### config.mk
export PLATFORM = sky130hd
export DESIGN_NAME = vehicle_mode_safety_fsm_unit_flat
export DESIGN_NICKNAME = d
export VERILOG_FILES = /design/src/rtl/vmsf_pkg.sv /design/src/rtl/vmsf_in_if.sv /design/src/rtl/vmsf_out_if.sv /design/src/rtl/vmsf_odo.sv /design/src/rtl/vehicle_mode_safety_fsm_unit.sv /design/src/flat_wrapper.sv
export SDC_FILE = /design/constraint.sdc
export NUM_CORES = 1
export LEC_CHECK = 0
export ABC_AREA = 1
export ABC_CLOCK_PERIOD_IN_PS = 19800
export BUFFER_PORTS_ARGS = -buffer_cell sky130_fd_sc_hd__buf_2
export CAP_MARGIN = 20
export CORE_MARGIN = 4
export CORE_UTILIZATION = 30
export CTS_CLUSTER_DIAMETER = 80
export DETAILED_ROUTE_END_ITERATION = 8
export HOLD_SLACK_MARGIN = 0.05
export MAX_ROUTING_LAYER = met4
export SYNTH_ARGS = -nofsm -noshare
export SYNTH_HDL_FRONTEND = slang
export SYNTH_SLANG_ARGS = --single-unit
### constraint.sdc
create_clock -name clk -period 19.8 [get_ports clk]
set_input_delay 2.97 -clock clk [delete_from_list [all_inputs] [get_ports clk]]
set_output_delay 2.97 -clock clk [all_outputs]
set_load 0.01 [all_outputs]
### src/rtl/vmsf_pkg.sv
// ----------------------------------------------------------------------------
// vmsf_pkg
// Shared types, register map and constants for the vehicle mode and safety
// state machine.
// ----------------------------------------------------------------------------
package vmsf_pkg;

  // Configuration port geometry
  localparam int CFG_AW = 5;
  localparam int CFG_DW = 32;

  // Register indexes (byte address = 4 * index)
  localparam logic [2:0] REG_ROLL_LIMIT   = 3'd0;
  localparam logic [2:0] REG_ECO_LIMIT    = 3'd1;
  localparam logic [2:0] REG_NORMAL_LIMIT = 3'd2;
  localparam logic [2:0] REG_SPORT_LIMIT  = 3'd3;
  localparam logic [2:0] REG_ODO_START    = 3'd4;
  localparam logic [2:0] REG_SAVE_STEP    = 3'd5;

  // Register reset values
  localparam logic [10:0] ROLL_LIMIT_RST   = 11'd450;
  localparam logic [7:0]  ECO_LIMIT_RST    = 8'd25;
  localparam logic [7:0]  NORMAL_LIMIT_RST = 8'd60;
  localparam logic [7:0]  SPORT_LIMIT_RST  = 8'd85;
  localparam logic [31:0] ODO_START_RST    = 32'd0;
  localparam logic [15:0] SAVE_STEP_RST    = 16'd1000;

  // Machine state codes as shown on the result channel
  localparam logic [1:0] ST_INIT    = 2'd0;
  localparam logic [1:0] ST_STANDBY = 2'd1;
  localparam logic [1:0] ST_DRIVING = 2'd2;
  localparam logic [1:0] ST_FAULT   = 2'd3;

  // Drive mode codes
  localparam logic [1:0] DRIVE_ECO    = 2'd0;
  localparam logic [1:0] DRIVE_NORMAL = 2'd1;
  localparam logic [1:0] DRIVE_SPORT  = 2'd2;

  // Gear codes
  localparam logic [1:0] GEAR_NEUTRAL = 2'd0;
  localparam logic [1:0] GEAR_ECO     = 2'd1;
  localparam logic [1:0] GEAR_NORMAL  = 2'd2;
  localparam logic [1:0] GEAR_SPORT   = 2'd3;

  // Battery simulation
  localparam logic [6:0] BATT_FULL   = 7'd100;
  localparam logic [3:0] BATT_PERIOD = 4'd10;

  // Odometer: each tick adds 5*|rpm| sixths of a metre
  localparam logic [2:0]  SIXTHS_PER_M = 3'd6;
  // ceil(2^20 / 6): exact floor divide by 6 for dividends below 2^19
  localparam logic [17:0] DIV6_RECIP   = 18'd174763;
  localparam int          DIV6_SHIFT   = 20;
  // ceil(2^19 / 100): exact floor divide by 100 for dividends below 43690
  localparam logic [12:0] DIV100_RECIP = 13'd5243;
  localparam int          DIV100_SHIFT = 19;
  localparam logic [7:0]  SPEED_MAX    = 8'd255;

  // Odometer step result
  typedef struct packed {
    logic        save;
    logic [31:0] metres;
  } odo_res_t;

endpackage

### src/rtl/vmsf_in_if.sv
// ----------------------------------------------------------------------------
// vmsf_in_if
// Tick channel: one transaction carries one 50 ms sensor sample.
// ----------------------------------------------------------------------------
interface vmsf_in_if;
  logic               valid;
  logic               ready;
  logic signed [15:0] wheel_rpm;
  logic signed [11:0] roll_angle;
  logic [6:0]         throttle;
  logic [1:0]         drive_mode;
  logic               run_enable;

  modport source (
    output valid, wheel_rpm, roll_angle, throttle, drive_mode, run_enable,
    input  ready
  );

  modport sink (
    input  valid, wheel_rpm, roll_angle, throttle, drive_mode, run_enable,
    output ready
  );
endinterface

### src/rtl/vmsf_out_if.sv
// ----------------------------------------------------------------------------
// vmsf_out_if
// Result channel: one transaction per accepted tick.
// ----------------------------------------------------------------------------
interface vmsf_out_if;
  logic        valid;
  logic        ready;
  logic [7:0]  target_speed;
  logic [6:0]  battery_level;
  logic [1:0]  gear_shown;
  logic [1:0]  machine_state;
  logic        motor_cut;
  logic        save_request;
  logic [31:0] saved_metres;

  modport source (
    output valid, target_speed, battery_level, gear_shown, machine_state,
           motor_cut, save_request, saved_metres,
    input  ready
  );

  modport sink (
    input  valid, target_speed, battery_level, gear_shown, machine_state,
           motor_cut, save_request, saved_metres,
    output ready
  );
endinterface

### src/rtl/vmsf_odo.sv
// ----------------------------------------------------------------------------
// vmsf_odo
// Odometer in whole metres plus a sixths remainder, with saturation at the
// 32-bit metre limit and the save-request check against the last saved value.
// ----------------------------------------------------------------------------
module vmsf_odo
  import vmsf_pkg::*;
(
  input  logic        clk,
  input  logic        rst_n,
  input  logic        step,        // commit one tick
  input  logic [14:0] add_metres,  // whole metres of this tick's distance
  input  logic [2:0]  add_sixths,  // leftover sixths of this tick's distance
  input  logic        load,        // reseed from the start register
  input  logic [31:0] start_metres,
  input  logic [15:0] save_step,
  output odo_res_t    res
);

  logic [31:0] metres_r, metres_nxt;
  logic [2:0]  rem_r, rem_nxt;
  logic [31:0] last_r, last_nxt;

  logic [3:0]  rem_sum;
  logic        carry;
  logic [2:0]  rem_wrap;
  logic [32:0] m_sum;
  logic        sat;
  logic [31:0] diff;
  logic        save;

  // Remainder carry, then metre sum with saturation
  always_comb begin
    rem_sum  = {1'b0, rem_r} + {1'b0, add_sixths};
    carry    = (rem_sum >= {1'b0, SIXTHS_PER_M});
    rem_wrap = carry ? 3'(rem_sum - {1'b0, SIXTHS_PER_M}) : rem_sum[2:0];
    m_sum    = {1'b0, metres_r} + {18'd0, add_metres} + {32'd0, carry};
    sat      = (m_sum >= {1'b0, 32'hFFFF_FFFF});
    metres_nxt = sat ? 32'hFFFF_FFFF : m_sum[31:0];
    rem_nxt    = sat ? 3'd0 : rem_wrap;
  end

  // Save check on the updated metres
  always_comb begin
    diff       = metres_nxt - last_r;
    save       = (metres_nxt >= last_r) && (diff >= {16'd0, save_step});
    last_nxt   = save ? metres_nxt : last_r;
    res.save   = save;
    res.metres = save ? metres_nxt : 32'd0;
  end

  // Odometer state
  always_ff @(posedge clk) begin
    if (!rst_n) begin
      metres_r <= ODO_START_RST;
      rem_r    <= 3'd0;
      last_r   <= ODO_START_RST;
    end else if (load) begin
      metres_r <= start_metres;
      rem_r    <= 3'd0;
      last_r   <= start_metres;
    end else if (step) begin
      metres_r <= metres_nxt;
      rem_r    <= rem_nxt;
      last_r   <= last_nxt;
    end
  end

endmodule

### src/rtl/vehicle_mode_safety_fsm_unit.sv
// ----------------------------------------------------------------------------
// vehicle_mode_safety_fsm_unit
// Per-tick odometer, simulated battery and drive mode / crash state machine.
// ----------------------------------------------------------------------------
// Usage:
//   in_ch  : one transaction per 50 ms tick (rpm, roll, throttle, mode,
//            run enable), accepted when valid and ready are both high.
//   out_ch : exactly one result transaction per accepted tick, in order.
//   APB    : six configuration registers at byte addresses 4*i; writes land
//            when psel, penable, pwrite and pready are high, pready is tied
//            high. Writing the odometer start reseeds the odometer and the
//            last saved value. Write only while no tick is in flight.
// Timing:
//   Two register stages: the input stage holds the distance split into
//   metres and sixths and the throttle-limit product, the result stage
//   holds the state update. The result is registered in the result stage
//   after the tick leaves the input stage; one tick per cycle is sustained
//   while out_ch.ready is high; odometer and state update once per result.
// Reset (rst_n, synchronous): registers to their defaults, state INIT,
//   battery 100, both stages empty.
// Stall: while out_ch.ready is low the result holds; one further tick may
//   be taken into the input stage, then in_ch.ready drops.
// ----------------------------------------------------------------------------
module vehicle_mode_safety_fsm_unit
  import vmsf_pkg::*;
(
  input  logic              clk,
  input  logic              rst_n,
  vmsf_in_if.sink           in_ch,
  vmsf_out_if.source        out_ch,
  input  logic              psel,
  input  logic              penable,
  input  logic              pwrite,
  input  logic [CFG_AW-1:0] paddr,
  input  logic [CFG_DW-1:0] pwdata,
  output logic [CFG_DW-1:0] prdata,
  output logic              pready
);

  typedef enum logic [1:0] {
    S_INIT    = ST_INIT,
    S_STANDBY = ST_STANDBY,
    S_DRIVING = ST_DRIVING,
    S_FAULT   = ST_FAULT
  } fsm_state_t;

  // Configuration registers
  logic [10:0] roll_limit_r;
  logic [7:0]  eco_lim_r, normal_lim_r, sport_lim_r;
  logic [31:0] odo_start_r;
  logic [15:0] save_step_r;

  logic        cfg_wr;
  logic [2:0]  cfg_idx;

  // Handshake control
  logic        s1_valid_r, out_valid_r;
  logic        out_take, s1_adv, in_acc;

  // Input stage
  logic [15:0] rpm_abs;
  logic [17:0] dist5;
  logic [35:0] div6_prod;
  logic [14:0] q6;
  logic [17:0] q6_times6;
  logic [2:0]  r6;
  logic [7:0]  lim_sel;
  logic [14:0] speed_prod;
  logic [11:0] roll_abs;

  logic [14:0] q6_r;
  logic [2:0]  r6_r;
  logic [14:0] speed_prod_r;
  logic [11:0] roll_abs_r;
  logic [1:0]  mode_r;
  logic        enable_r;

  // Result stage
  fsm_state_t  state_r, state_nxt;
  logic [7:0]  speed_r, speed_nxt;
  logic [1:0]  gear_r, gear_nxt;
  logic [6:0]  batt_r, batt_nxt;
  logic [3:0]  ticks_r, ticks_nxt;
  logic        cut_r, cut_nxt;
  logic        save_r;
  logic [31:0] saved_r;

  logic [27:0] div100_prod;
  logic [8:0]  speed_raw;
  logic [7:0]  speed_drive;
  logic [1:0]  gear_drive;
  logic        crash;
  logic [3:0]  ticks_inc;
  logic [6:0]  batt_dec;
  odo_res_t    odo_res;

  // --------------------------------------------------------------------------
  // APB configuration
  // --------------------------------------------------------------------------
  assign pready  = 1'b1;
  assign cfg_idx = paddr[4:2];
  assign cfg_wr  = psel && penable && pwrite;

  always_ff @(posedge clk) begin
    if (!rst_n) begin
      roll_limit_r <= ROLL_LIMIT_RST;
      eco_lim_r    <= ECO_LIMIT_RST;
      normal_lim_r <= NORMAL_LIMIT_RST;
      sport_lim_r  <= SPORT_LIMIT_RST;
      odo_start_r  <= ODO_START_RST;
      save_step_r  <= SAVE_STEP_RST;
    end else if (cfg_wr) begin
      unique case (cfg_idx)
        REG_ROLL_LIMIT:   roll_limit_r <= pwdata[10:0];
        REG_ECO_LIMIT:    eco_lim_r    <= pwdata[7:0];
        REG_NORMAL_LIMIT: normal_lim_r <= pwdata[7:0];
        REG_SPORT_LIMIT:  sport_lim_r  <= pwdata[7:0];
        REG_ODO_START:    odo_start_r  <= pwdata;
        REG_SAVE_STEP:    save_step_r  <= pwdata[15:0];
        default: ;
      endcase
    end
  end

  // Register read-back
  always_comb begin
    unique case (cfg_idx)
      REG_ROLL_LIMIT:   prdata = {21'd0, roll_limit_r};
      REG_ECO_LIMIT:    prdata = {24'd0, eco_lim_r};
      REG_NORMAL_LIMIT: prdata = {24'd0, normal_lim_r};
      REG_SPORT_LIMIT:  prdata = {24'd0, sport_lim_r};
      REG_ODO_START:    prdata = odo_start_r;
      REG_SAVE_STEP:    prdata = {16'd0, save_step_r};
      default:          prdata = '0;
    endcase
  end

  // --------------------------------------------------------------------------
  // Flow control: two-stage pipeline, each stage moves when the next frees
  // --------------------------------------------------------------------------
  assign out_take    = !out_valid_r || out_ch.ready;
  assign s1_adv      = s1_valid_r && out_take;
  assign in_ch.ready = !s1_valid_r || out_take;
  assign in_acc      = in_ch.valid && in_ch.ready;

  always_ff @(posedge clk) begin
    if (!rst_n) begin
      s1_valid_r  <= 1'b0;
      out_valid_r <= 1'b0;
    end else begin
      if (in_acc)      s1_valid_r <= 1'b1;
      else if (s1_adv) s1_valid_r <= 1'b0;

      if (s1_adv)            out_valid_r <= 1'b1;
      else if (out_ch.ready) out_valid_r <= 1'b0;
    end
  end

  // --------------------------------------------------------------------------
  // Input stage: absolute values, distance split into metres and sixths,
  // throttle times the selected mode limit
  // --------------------------------------------------------------------------
  always_comb begin
    rpm_abs   = in_ch.wheel_rpm[15] ? 16'(-in_ch.wheel_rpm) : in_ch.wheel_rpm;
    roll_abs  = in_ch.roll_angle[11] ? 12'(-in_ch.roll_angle) : in_ch.roll_angle;
    dist5     = {rpm_abs, 2'b00} + {2'b00, rpm_abs};
    div6_prod = 36'(dist5) * 36'(DIV6_RECIP);
    q6        = div6_prod[DIV6_SHIFT +: 15];
    q6_times6 = {2'b00, q6, 1'b0} + {1'b0, q6, 2'b00};
    r6        = 3'(dist5 - q6_times6);

    case (in_ch.drive_mode)
      DRIVE_ECO:   lim_sel = eco_lim_r;
      DRIVE_SPORT: lim_sel = sport_lim_r;
      default:     lim_sel = normal_lim_r;
    endcase
    speed_prod = 15'(in_ch.throttle) * 15'(lim_sel);
  end

  always_ff @(posedge clk) begin
    if (in_acc) begin
      q6_r         <= q6;
      r6_r         <= r6;
      speed_prod_r <= speed_prod;
      roll_abs_r   <= roll_abs;
      mode_r       <= in_ch.drive_mode;
      enable_r     <= in_ch.run_enable;
    end
  end

  // --------------------------------------------------------------------------
  // Odometer and save request
  // --------------------------------------------------------------------------
  vmsf_odo u_odo (
    .clk          (clk),
    .rst_n        (rst_n),
    .step         (s1_adv),
    .add_metres   (q6_r),
    .add_sixths   (r6_r),
    .load         (cfg_wr && (cfg_idx == REG_ODO_START)),
    .start_metres (pwdata),
    .save_step    (save_step_r),
    .res          (odo_res)
  );

  // --------------------------------------------------------------------------
  // Result stage: speed, battery, crash check and state machine
  // --------------------------------------------------------------------------
  always_comb begin
    // speed = throttle * limit / 100, saturated
    div100_prod = 28'(speed_prod_r) * 28'(DIV100_RECIP);
    speed_raw   = div100_prod[DIV100_SHIFT +: 9];
    speed_drive = speed_raw[8] ? SPEED_MAX : speed_raw[7:0];

    case (mode_r)
      DRIVE_ECO:   gear_drive = GEAR_ECO;
      DRIVE_SPORT: gear_drive = GEAR_SPORT;
      default:     gear_drive = GEAR_NORMAL;
    endcase

    // battery drops once every eleven ticks, empty wraps to full
    ticks_inc = ticks_r + 4'd1;
    batt_dec  = batt_r - 7'd1;
    if (ticks_inc > BATT_PERIOD) begin
      ticks_nxt = 4'd0;
      batt_nxt  = (batt_dec == 7'd0) ? BATT_FULL : batt_dec;
    end else begin
      ticks_nxt = ticks_inc;
      batt_nxt  = batt_r;
    end

    crash = ((state_r == S_STANDBY) || (state_r == S_DRIVING)) &&
            ({1'b0, roll_abs_r} > {2'b00, roll_limit_r});

    state_nxt = state_r;
    speed_nxt = speed_r;
    gear_nxt  = gear_r;
    cut_nxt   = crash;
    if (crash) begin
      state_nxt = S_FAULT;
      speed_nxt = 8'd0;
      gear_nxt  = GEAR_NEUTRAL;
    end else begin
      unique case (state_r)
        S_INIT: state_nxt = S_STANDBY;
        S_STANDBY: begin
          speed_nxt = 8'd0;
          if (enable_r) state_nxt = S_DRIVING;
        end
        S_DRIVING: begin
          speed_nxt = speed_drive;
          gear_nxt  = gear_drive;
          if (!enable_r) state_nxt = S_STANDBY;
        end
        S_FAULT: begin
          speed_nxt = 8'd0;
          gear_nxt  = GEAR_NEUTRAL;
        end
        default: state_nxt = S_INIT;
      endcase
    end
  end

  // State and registered outputs, updated once per tick leaving the pipe
  always_ff @(posedge clk) begin
    if (!rst_n) begin
      state_r <= S_INIT;
      speed_r <= 8'd0;
      gear_r  <= GEAR_NEUTRAL;
      batt_r  <= BATT_FULL;
      ticks_r <= 4'd0;
      cut_r   <= 1'b0;
      save_r  <= 1'b0;
      saved_r <= 32'd0;
    end else if (s1_adv) begin
      state_r <= state_nxt;
      speed_r <= speed_nxt;
      gear_r  <= gear_nxt;
      batt_r  <= batt_nxt;
      ticks_r <= ticks_nxt;
      cut_r   <= cut_nxt;
      save_r  <= odo_res.save;
      saved_r <= odo_res.metres;
    end
  end

  assign out_ch.valid         = out_valid_r;
  assign out_ch.target_speed  = speed_r;
  assign out_ch.battery_level = batt_r;
  assign out_ch.gear_shown    = gear_r;
  assign out_ch.machine_state = state_r;
  assign out_ch.motor_cut     = cut_r;
  assign out_ch.save_request  = save_r;
  assign out_ch.saved_metres  = saved_r;

endmodule

### src/flat_wrapper.sv
// flat-port wrapper written by rule: the top's interface ports become plain ports
module vehicle_mode_safety_fsm_unit_flat import vmsf_pkg::*;
  (clk, rst_n, psel, penable, pwrite, paddr, pwdata, prdata, pready, in_ch_valid, in_ch_wheel_rpm, in_ch_roll_angle, in_ch_throttle, in_ch_drive_mode, in_ch_run_enable, in_ch_ready, out_ch_valid, out_ch_target_speed, out_ch_battery_level, out_ch_gear_shown, out_ch_machine_state, out_ch_motor_cut, out_ch_save_request, out_ch_saved_metres, out_ch_ready);
  vmsf_in_if in_ch_i ();
  vmsf_out_if out_ch_i ();
  input  logic clk;
  input  logic rst_n;
  input  logic psel;
  input  logic penable;
  input  logic pwrite;
  input  logic [CFG_AW-1:0] paddr;
  input  logic [CFG_DW-1:0] pwdata;
  output logic [CFG_DW-1:0] prdata;
  output logic pready;
  input wire logic [$bits(in_ch_i.valid)-1:0] in_ch_valid;
  input wire logic [$bits(in_ch_i.wheel_rpm)-1:0] in_ch_wheel_rpm;
  input wire logic [$bits(in_ch_i.roll_angle)-1:0] in_ch_roll_angle;
  input wire logic [$bits(in_ch_i.throttle)-1:0] in_ch_throttle;
  input wire logic [$bits(in_ch_i.drive_mode)-1:0] in_ch_drive_mode;
  input wire logic [$bits(in_ch_i.run_enable)-1:0] in_ch_run_enable;
  output wire logic [$bits(in_ch_i.ready)-1:0] in_ch_ready;
  output wire logic [$bits(out_ch_i.valid)-1:0] out_ch_valid;
  output wire logic [$bits(out_ch_i.target_speed)-1:0] out_ch_target_speed;
  output wire logic [$bits(out_ch_i.battery_level)-1:0] out_ch_battery_level;
  output wire logic [$bits(out_ch_i.gear_shown)-1:0] out_ch_gear_shown;
  output wire logic [$bits(out_ch_i.machine_state)-1:0] out_ch_machine_state;
  output wire logic [$bits(out_ch_i.motor_cut)-1:0] out_ch_motor_cut;
  output wire logic [$bits(out_ch_i.save_request)-1:0] out_ch_save_request;
  output wire logic [$bits(out_ch_i.saved_metres)-1:0] out_ch_saved_metres;
  input wire logic [$bits(out_ch_i.ready)-1:0] out_ch_ready;
  assign in_ch_i.valid = in_ch_valid;
  assign in_ch_i.wheel_rpm = in_ch_wheel_rpm;
  assign in_ch_i.roll_angle = in_ch_roll_angle;
  assign in_ch_i.throttle = in_ch_throttle;
  assign in_ch_i.drive_mode = in_ch_drive_mode;
  assign in_ch_i.run_enable = in_ch_run_enable;
  assign in_ch_ready = in_ch_i.ready;
  assign out_ch_valid = out_ch_i.valid;
  assign out_ch_target_speed = out_ch_i.target_speed;
  assign out_ch_battery_level = out_ch_i.battery_level;
  assign out_ch_gear_shown = out_ch_i.gear_shown;
  assign out_ch_machine_state = out_ch_i.machine_state;
  assign out_ch_motor_cut = out_ch_i.motor_cut;
  assign out_ch_save_request = out_ch_i.save_request;
  assign out_ch_saved_metres = out_ch_i.saved_metres;
  assign out_ch_i.ready = out_ch_ready;
  vehicle_mode_safety_fsm_unit u_core (.clk(clk), .rst_n(rst_n), .in_ch(in_ch_i), .out_ch(out_ch_i), .psel(psel), .penable(penable), .pwrite(pwrite), .paddr(paddr), .pwdata(pwdata), .prdata(prdata), .pready(pready));
endmodule
# Word-level counts from Yosys, hierarchy flattened
# Index checks and enable logic that the tools add are counted.
dict set report op_classes {
  multipliers 3
  mux 29
  reduce_logical 37
  order_cmp 6
  addsub 12
  n_eq_ne 12
  bitwise_logic 1
}
# op count
set ops {}
lappend ops {{2-to-1 mux 32 bit} 7}
lappend ops {{case mux 32 bit (6 select lines)} 1}
lappend ops {{multiplier 18 x 18 -> 35 bit, second input constant} 1}
lappend ops {{adder 32 x 15 -> 33 bit} 1}
lappend ops {{adder 33 x 1 -> 33 bit} 1}
lappend ops {{greater-or-equal comparator 33 x 32 -> 1 bit, second input constant} 1}
lappend ops {{greater-or-equal comparator 32 x 16 -> 1 bit} 1}
lappend ops {{greater-or-equal comparator 32 bit} 1}
lappend ops {{case mux 8 bit (2 select lines)} 2}
lappend ops {{subtractor 32 bit} 1}
lappend ops {{multiplier 15 x 13 -> 28 bit, second input constant} 1}
lappend ops {{AND reduction 2 bit} 10}
lappend ops {{adder 18 x 16 -> 18 bit} 1}
lappend ops {{2-to-1 mux 16 bit} 1}
lappend ops {{2-to-1 mux 8 bit} 2}
lappend ops {{negator 16 bit} 1}
lappend ops {{multiplier 7 x 8 -> 15 bit} 1}
lappend ops {{greater-than comparator 12 x 11 -> 1 bit} 1}
lappend ops {{negator 12 bit} 1}
lappend ops {{2-to-1 mux 11 bit} 1}
lappend ops {{== test 2 bit, second input constant} 4}
lappend ops {{2-to-1 mux 2 bit} 4}
lappend ops {{case mux 2 bit (2 select lines)} 2}
lappend ops {{nonzero test 2 bit} 4}
lappend ops {{other kinds (30)} 49}
dict set report word_totals {
  out_inout_bits 88
  in_bits 82
  ff_bits 257
}

# Depth between registers and ports, before layout
# Gate-level depths: netlist (run 1).
dict set report logic_depth {
  ltp_word 11
  ltp_mapped 48
}

# By module
# Synthesis (run 1) repeated with hierarchy kept, for this count alone.
dict set report unflattened {
  hier_cells 4084
  hier_area_um2 29286.8
}
# module seq_area_each_um2 instances area_per_inst_um2 cells_per_inst
set by_module_without_submodules {}
lappend by_module_without_submodules {vehicle_mode_safety_fsm_unit 4284.1 1 20621.0 2526}
lappend by_module_without_submodules {vmsf_odo 1341.3 1 8665.8 1558}

# Worst setup path before layout (run 1)
# OpenSTA, ideal clock, no wires.
dict set report synth_path {
  kind {input-to-reg}
  from {input in_ch_wheel_rpm[1]}
  to {register u_core.r6_r[2] (data pin)}
  path_slack_ps 10027
  cell_stages 35
  arrival_ps 9520
  path_buffers 0
  required_time_ps 19546
  path_cell_list {inv_1 -> ha_1 -> or2_2 -> xor2_1 -> ha_1 -> fa_1 -> nand3_1 -> nand2_1 -> a211o_1 -> a21oi_1 -> o21bai_1 -> a21oi_1 -> nor2_1 -> nor2_1 -> xor2_1 -> inv_1 -> ha_1 -> ha_1 -> fa_1 -> inv_1 -> fa_1 -> fa_1 -> inv_1 -> fa_1 -> ha_1 -> a21oi_1 -> nor2_1 -> nor2_1 -> nand2_1 -> nand2_1 -> nand2_1 -> ha_1 -> xor2_1 -> xor2_1 -> inv_1}
}
dict set report synth_via {
  elab_chain_len 6
}
# element line
set synth_rtl {}
lappend synth_rtl {{from (decl)} flat_wrapper.sv:16} ;# input wire logic [$bits(in_ch_i.wheel_rpm)-1:0] in_ch_wheel_rpm;
lappend synth_rtl {{negator 16 bit} vehicle_mode_safety_fsm_unit.sv:164} ;# rpm_abs = in_ch.wheel_rpm[15] ? 16'(-in_ch.wheel_rpm) : in_ch.wheel_rpm;
lappend synth_rtl {{2-to-1 mux 16 bit *} vehicle_mode_safety_fsm_unit.sv:164}
lappend synth_rtl {{adder 18 x 16 -> 18 bit *} vehicle_mode_safety_fsm_unit.sv:166} ;# dist5 = {rpm_abs, 2'b00} + {2'b00, rpm_abs};
lappend synth_rtl {{multiplier 18 x 18 -> 35 bit *} vehicle_mode_safety_fsm_unit.sv:167} ;# div6_prod = 36'(dist5) * 36'(DIV6_RECIP);
lappend synth_rtl {{via u_core.div6_prod[20]} vehicle_mode_safety_fsm_unit.sv:63} ;# logic [35:0] div6_prod;
lappend synth_rtl {{adder 3 bit *} vehicle_mode_safety_fsm_unit.sv:169} ;# q6_times6 = {2'b00, q6, 1'b0} + {1'b0, q6, 2'b00};
lappend synth_rtl {{subtractor 3 bit *} vehicle_mode_safety_fsm_unit.sv:170} ;# r6 = 3'(dist5 - q6_times6);
lappend synth_rtl {{via u_core.r6[2]} vehicle_mode_safety_fsm_unit.sv:66} ;# logic [2:0] r6;
lappend synth_rtl {{to (signal assigned)} vehicle_mode_safety_fsm_unit.sv:183} ;# r6_r <= r6;
lappend synth_rtl {{to (decl)} vehicle_mode_safety_fsm_unit.sv:72} ;# logic [2:0] r6_r;
# The timed path passes the listed nets; every way through them passes the cells marked *.
# A chain may end at the register's enable or synchronous reset.

# Final worst setup path (run 1)
dict set report layout_path {
  from {input in_ch_wheel_rpm[0]}
  to {register u_core.q6_r[11] (data pin)}
}
dict set report layout_via {
  elab_chain_len 4
}
# element line
set layout_rtl {}
lappend layout_rtl {{negator 16 bit} vehicle_mode_safety_fsm_unit.sv:164}
lappend layout_rtl {{2-to-1 mux 16 bit *} vehicle_mode_safety_fsm_unit.sv:164}
lappend layout_rtl {{adder 18 x 16 -> 18 bit *} vehicle_mode_safety_fsm_unit.sv:166}
lappend layout_rtl {{multiplier 18 x 18 -> 35 bit *} vehicle_mode_safety_fsm_unit.sv:167}
lappend layout_rtl {{via u_core.div6_prod[31]} vehicle_mode_safety_fsm_unit.sv:63}
lappend layout_rtl {{to (signal assigned)} vehicle_mode_safety_fsm_unit.sv:182} ;# q6_r <= q6;
lappend layout_rtl {{to (decl)} vehicle_mode_safety_fsm_unit.sv:71} ;# logic [14:0] q6_r;
# Marked as above.

==> metrics.txt, run 1 <==
Max Fanout on Critical Path 9; drt via density 4.57; row count 113; Worst R2R Start u_core.r6_r[0]; layout cells sized above 1 9.10%; CTS tree yes; dpl hpwl 65300 um; Peak Freq 98.5 MHz; hold path depth 2; Worst-Skew Late Latency 0.58 ns; htree depth 1; First DRT Iteration DRCs 1396; post-synthesis sequential area ratio 19.5%; global-route wire length before repair 128000 um; Fin. Hold Viols 0; Core Area 95200 um2; CP Capture Type flop; port bufs 166; worst min path class flop to flop; final cycle utilization of the critical path 51.3%; largest net degree at the start of global routing 89; WS Path Type input port to flop; Num CTS Buffers 29; Worst Max-Slew Pin Slew 1.03 ns; cts repair resizes 0; Vias 24329; RR Endpoint u_core.out_ch.saved_metres[6]; max-cap violations 0; area grow syn2layout 11.0%; CP Launch Type input port; synthesized cell area 28800 um2; Pre-Repair DR Iteration Count 5; GRT Overall Usage 15.8%; Detailed Route WL 78400 um; Final setup viols 0; grt total ovfl 0; IO Pins 170; Crit path required time 20.09 ns; most frequent cells after synthesis inv_1 (867), nand2_1 (850), ha_1 (389), nor2_1 (260); Post-DRT Antenna Nets 0; Clock Tree Buf Depth 3; nets@finish 4714; gp weighted congestion 0.909; wire per inst 14.7 um; Layout Skew 0.0322 ns; post-synth top area cell ha_1; EDFF count, synth 48; Yosys cell types 65; vias in the first global route 24022; Final TNS setup 0 ns; Synth area leaders ha_1 (17%), fa_1 (15%), dfxtp_1 (15%); ys flop type dfxtp_1; unrepaired setup endpoints after global routing false; Hold Path End u_core.out_ch.saved_metres[4]; status finished clean; hold_buf cts 0; die width 318 um; R2R depth 41; Slew Viols, Final 0; async set-reset flop share out of synthesis 0%; hold path start u_core.out_ch.saved_metres[4]; setup slack, reg-to-reg 11.20 ns; initial antenna violation count 2; Setup Buffers After CTS 0; syn_nets 4578; Rel. slew slack 31.2%; clk sinks 257; Post-Syn Area per Cell 7.40 um2; CP peak stage delay 0.56 ns; Synth Warn # 0; final worst path period need 10.15 ns; count leader, synth inv_1; CP max-delay cell fa_1; #FFs+latches synth 257; total die area 101000 um2; die height 318 um; clk root buf clkbuf_16; Cells after Synth 3896; DRC errors left 0; clk slew on worst S/H paths 0.06 ns; worst path arrival time 10.44 ns; Synth top area share 16.9%; effective utilization at floorplan 30.3%
[placed cells by master (no fill, tap or decap), drive strengths merged, types with 6 or more instances in the layout]
| cell type | count |
|---|---|
| o221ai | 12 |
| a221oi | 11 |
| a21o | 8 |
| o21a | 12 |
| buf | 177 |
| nand2 | 888 |
| clkbuf | 42 |
| o21bai | 6 |
| nor2 | 295 |
| dfxtp | 209 |
| a21oi | 214 |
| edfxtp | 48 |
| o211ai | 19 |
| inv | 877 |
| nand4 | 41 |
| o21ai | 135 |
| a211oi | 6 |
| xor2 | 81 |
| fa | 211 |
| xnor2 | 23 |
| nor3 | 38 |
| a31oi | 8 |
| nor4 | 8 |
| nand3b | 7 |
| nand3 | 196 |
| ha | 389 |
| or2 | 13 |
| o22ai | 41 |
| clkinv | 13 |
[cells by family (layout without fill, tap and decap cells)]
group                      Yosys count  count (layout)  share of synthesized area [%]
adders and majority gates          600             600                           31.5
DFF                                257             257                           19.5
AOI/OAI and AO/OA                  486             486                           9.63
buffers and inverters              953            1111                           12.8
and+or+nand+nor                   1495            1495                           23.4
other                                1               3                         0.0130
xor gates and xnor gates           104             104                           3.16
[worst max path at each step]
stage	startpoint	end	cells after the start
after floorplan	in_ch_wheel_rpm[1]	u_core.r6_r[2]	35
after global placement	in_ch_wheel_rpm[0]	u_core.q6_r[11]	31
after detailed placement	in_ch_wheel_rpm[0]	u_core.r6_r[2]	34
after CTS	in_ch_wheel_rpm[0]	u_core.q6_r[11]	33
after global routing	in_ch_wheel_rpm[0]	u_core.q6_r[11]	34
final	in_ch_wheel_rpm[0]	u_core.q6_r[11]	33
[sequential cells by signal (all words and copies together), names as in the netlist, 2 cells and up]
| name | count |
|---|---|
| u_core.odo_start_r | 32 |
| u_core.out_ch.saved_metres | 32 |
| u_core.u_odo.last_r | 32 |
| u_core.u_odo.metres_r | 32 |
| u_core.save_step_r | 16 |
| u_core.q6_r | 15 |
| u_core.speed_prod_r | 15 |
| u_core.roll_abs_r | 12 |
| u_core.roll_limit_r | 11 |
| u_core.eco_lim_r | 8 |
| u_core.normal_lim_r | 8 |
| u_core.out_ch.target_speed | 8 |
| u_core.sport_lim_r | 8 |
| u_core.out_ch.battery_level | 7 |
| u_core.ticks_r | 4 |
| u_core.r6_r | 3 |
| u_core.u_odo.rem_r | 3 |
| u_core.mode_r | 2 |
| u_core.out_ch.gear_shown | 2 |
| u_core.out_ch.machine_state | 2 |
[per-stage QoR]
stage | hold slack (ns) | utilization, % | instance area, um2 | std cells | worst slack [ns]
CTS | 0.465 | 33.6 | 32000 | 5318 | 9.63
floorplan | 0.429 | - | 28800 | 3896 | 10.03
global route | 0.481 | 33.6 | 32000 | 5321 | 8.96
detailed placement | 0.452 | 32.6 | 31000 | 5265 | 9.04
finish | 0.463 | 33.6 | 32000 | 5321 | 9.65
global placement | 0.443 | 32.5 | 30900 | 5264 | 9.06
[routing by layer]
layer	GRT usage (%)	up-vias	part of all wire, %
met4	3.89	0	2.5
met3	1.06	79	3.5
met5	-	-	0
li1	-	12531	-
met2	26.0	457	46
met1	21.3	11262	48
[cell type report]
cell class | instances | area [um2]
sequential | 257 | 5630
inverter | 880 | 3300
tap | 1265 | 1580
clock buffer | 41 | 875
clock inverter | 12 | 121
antenna | 2 | 5.00
multi-input combinational | 2686 | 19500
timing repair buffer | 178 | 943
fill | 10156 | 63200
[worst max-delay path: cells and delay by family]
kind / cells / cell delay, ns
adder cells (fa/ha/maj): 10 / 3.96
AO/OA/AOI/OAI: 8 / 1.51
AND/OR/NAND/NOR: 7 / 0.88
buffers and inverters: 5 / 0.60
XOR/XNOR: 3 / 0.52
Power of run 1 is left out: the tool's default activity adds up to more than one toggle a clock period on the data nets, which glitch-free logic cannot reach.
==> inputs of run 2 (changes only) <==
--- a/config.mk
+++ b/config.mk
@@ -6,7 +6,7 @@
 export NUM_CORES = 1
 export LEC_CHECK = 0
 export ABC_AREA = 1
-export ABC_CLOCK_PERIOD_IN_PS = 19800
+export ABC_CLOCK_PERIOD_IN_PS = 8400
 export BUFFER_PORTS_ARGS = -buffer_cell sky130_fd_sc_hd__buf_2
 export CAP_MARGIN = 20
 export CORE_MARGIN = 4
==> constraint.sdc (replaced) <==
create_clock -name clk -period 8.4 [get_ports clk]
set_input_delay 1.26 -clock clk [delete_from_list [all_inputs] [get_ports clk]]
set_output_delay 1.26 -clock clk [all_outputs]
set_load 0.01 [all_outputs]
==> metrics.txt, run 2 (synthesis results as in run 1) <==
die width 318 um (unchanged); GRT Overall Usage 16.0% (was 15.8%); drt via density 4.53 (was 4.57); worst min path class flop to flop (unchanged); grt total ovfl 0 (unchanged); final worst path period need 7.87 ns; R2R depth 41 (unchanged); largest net degree at the start of global routing 84 (was 89); hold_buf cts 0 (unchanged); post-route cell area 32800 um2 (was 32000 um2); CP Launch Type input port (unchanged); Layout Skew 0.00995 ns (was 0.0322 ns); Worst Max-Slew Pin Slew 0.975 ns (was 1.03 ns); effective utilization at floorplan 30.3% (unchanged); Rel. slew slack 34.5% (was 31.2%); hold path start u_core.out_ch.saved_metres[8] (was u_core.out_ch.saved_metres[4]); max-cap violations 0 (unchanged); Crit path required time 8.71 ns (was 20.09 ns); Vias 24541 (was 24329); WS Path Type input port to flop (unchanged); CTS tree yes (unchanged); Max Fanout on Critical Path 3 (was 9); clk slew on worst S/H paths 0.07 ns (was 0.06 ns); layout cells sized above 1 11.5% (was 9.10%); Post-DP Area 31700 um2 (was 31000 um2); port bufs 166 (unchanged); row count 113 (unchanged); Slew Viols, Final 0 (unchanged); Fin. Hold Viols 0 (unchanged); Pre-Repair DR Iteration Count 6 (was 5); IO Pins 170 (unchanged); pre-CTS WS -0.167 ns (was 9.04 ns); nets@finish 4816 (was 4714); First DRT Iteration DRCs 1326 (was 1396); Num CTS Buffers 29 (unchanged); status finished clean (unchanged); setup slack, reg-to-reg 0.81 ns (was 11.20 ns); total die area 101000 um2 (unchanged); clk root buf clkbuf_16 (unchanged); unrepaired setup endpoints after global routing false (unchanged); Peak Freq 127 MHz; RR Endpoint u_core.out_ch.saved_metres[11] (was u_core.out_ch.saved_metres[6]); Core Area 95200 um2 (unchanged); most frequent cells in the layout inv_1 (866), nand2_1 (849), ha_1 (389) (unchanged); final cycle utilization of the critical path 93.7%; Worst Setup SP in_ch_wheel_rpm[1] (was in_ch_wheel_rpm[0]); CP peak stage delay 0.52 ns (was 0.56 ns); Worst R2R Start u_core.r6_r[0] (unchanged); die height 318 um (unchanged); worst path arrival time 8.18 ns (was 10.44 ns); clk sinks 257 (unchanged); Post-DRT Antenna Nets 0 (unchanged); Worst Setup EP u_core.r6_r[2] (was u_core.q6_r[11]); Detailed Route WL 79600 um (was 78400 um); Final setup viols 0 (unchanged); Clock Tree Buf Depth 3 (unchanged); gp weighted congestion 0.928 (was 0.909); CP Capture Type flop (unchanged); most common cell after layout, fill and taps aside inv_1 (unchanged); cell mode on critical path ha_1; global-route wire length before repair 129000 um (was 128000 um); CP max-delay cell fa_1 (unchanged); Worst-Skew Late Latency 0.56 ns (was 0.58 ns); vias in the first global route 24392 (was 24022); wire per inst 14.7 um (about the same); htree depth 1 (unchanged); initial antenna violation count 1 (was 2); DRC errors left 0 (unchanged); dpl hpwl 66900 um (was 65300 um); Util after Layout 34.5% (was 33.6%); area grow syn2layout 13.8% (was 11.0%); slack of the critical path 0.530 ns (was 9.65 ns)
run 2: critical path, delay by kind of cell:
family / cells / cell delay [ns]
buffers and inverters: 7 / 0.55
AND/OR/NAND/NOR: 8 / 0.92
AO/OA/AOI/OAI: 6 / 0.92
XOR/XNOR: 4 / 0.59
adder cells (fa/ha/maj): 11 / 3.95
run 2: stage by stage:
stage,hold WS (ns),TNS (ns),cells
final,0.463,0,5423
after global routing,0.474,0,5422
after CTS,0.463,0,5420
after detailed placement,0.447,-0.370,5367
after global placement,0.443,-0.192,5367
after floorplan,0.429,0,3896
run 2: worst min path at each step:
stage	cells after the start	slack (ns)	endpoint
2_1_floorplan	2	0.43	u_core.odo_start_r[3]
6_report	2	0.46	u_core.out_ch.saved_metres[8]
5_1_grt	2	0.47	u_core.out_ch.saved_metres[26]
4_1_cts	2	0.46	u_core.out_ch.saved_metres[8]
3_5_place_dp	2	0.45	u_core.odo_start_r[3]
3_3_place_gp	2	0.44	u_core.odo_start_r[3]
run 2: repair_timing:
| item | in CTS | in global routing |
|---|---|---|
| buffers inserted | 0 | 0 |
| setup endpoints to repair | 0 | 8 |
| resized for setup | 0 | 5 |
run 2: final cells by class:
cell class,count,area (um2)
Timing Repair Buffer,280,1710
Clock inverter,16,194
Tap cell,1265,1580
Fill cell,10107,62300
Clock buffer,37,840
Sequential cell,257,5630
Antenna cell,2,5.00
Multi-Input combinational cell,2686,19500
Inverter,880,3300
run 2: routing by layer:
| layer | up-vias | GRT usage [%] | wire (um) |
|---|---|---|---|
| met3 | 77 | 1.10 | 2900 |
| met4 | 0 | 3.30 | 1520 |
| li1 | 12731 | - | - |
| met5 | - | - | 0 |
| met1 | 11306 | 21.5 | 38200 |
| met2 | 427 | 26.6 | 37000 |
Power of run 2 is left out for the same reason.
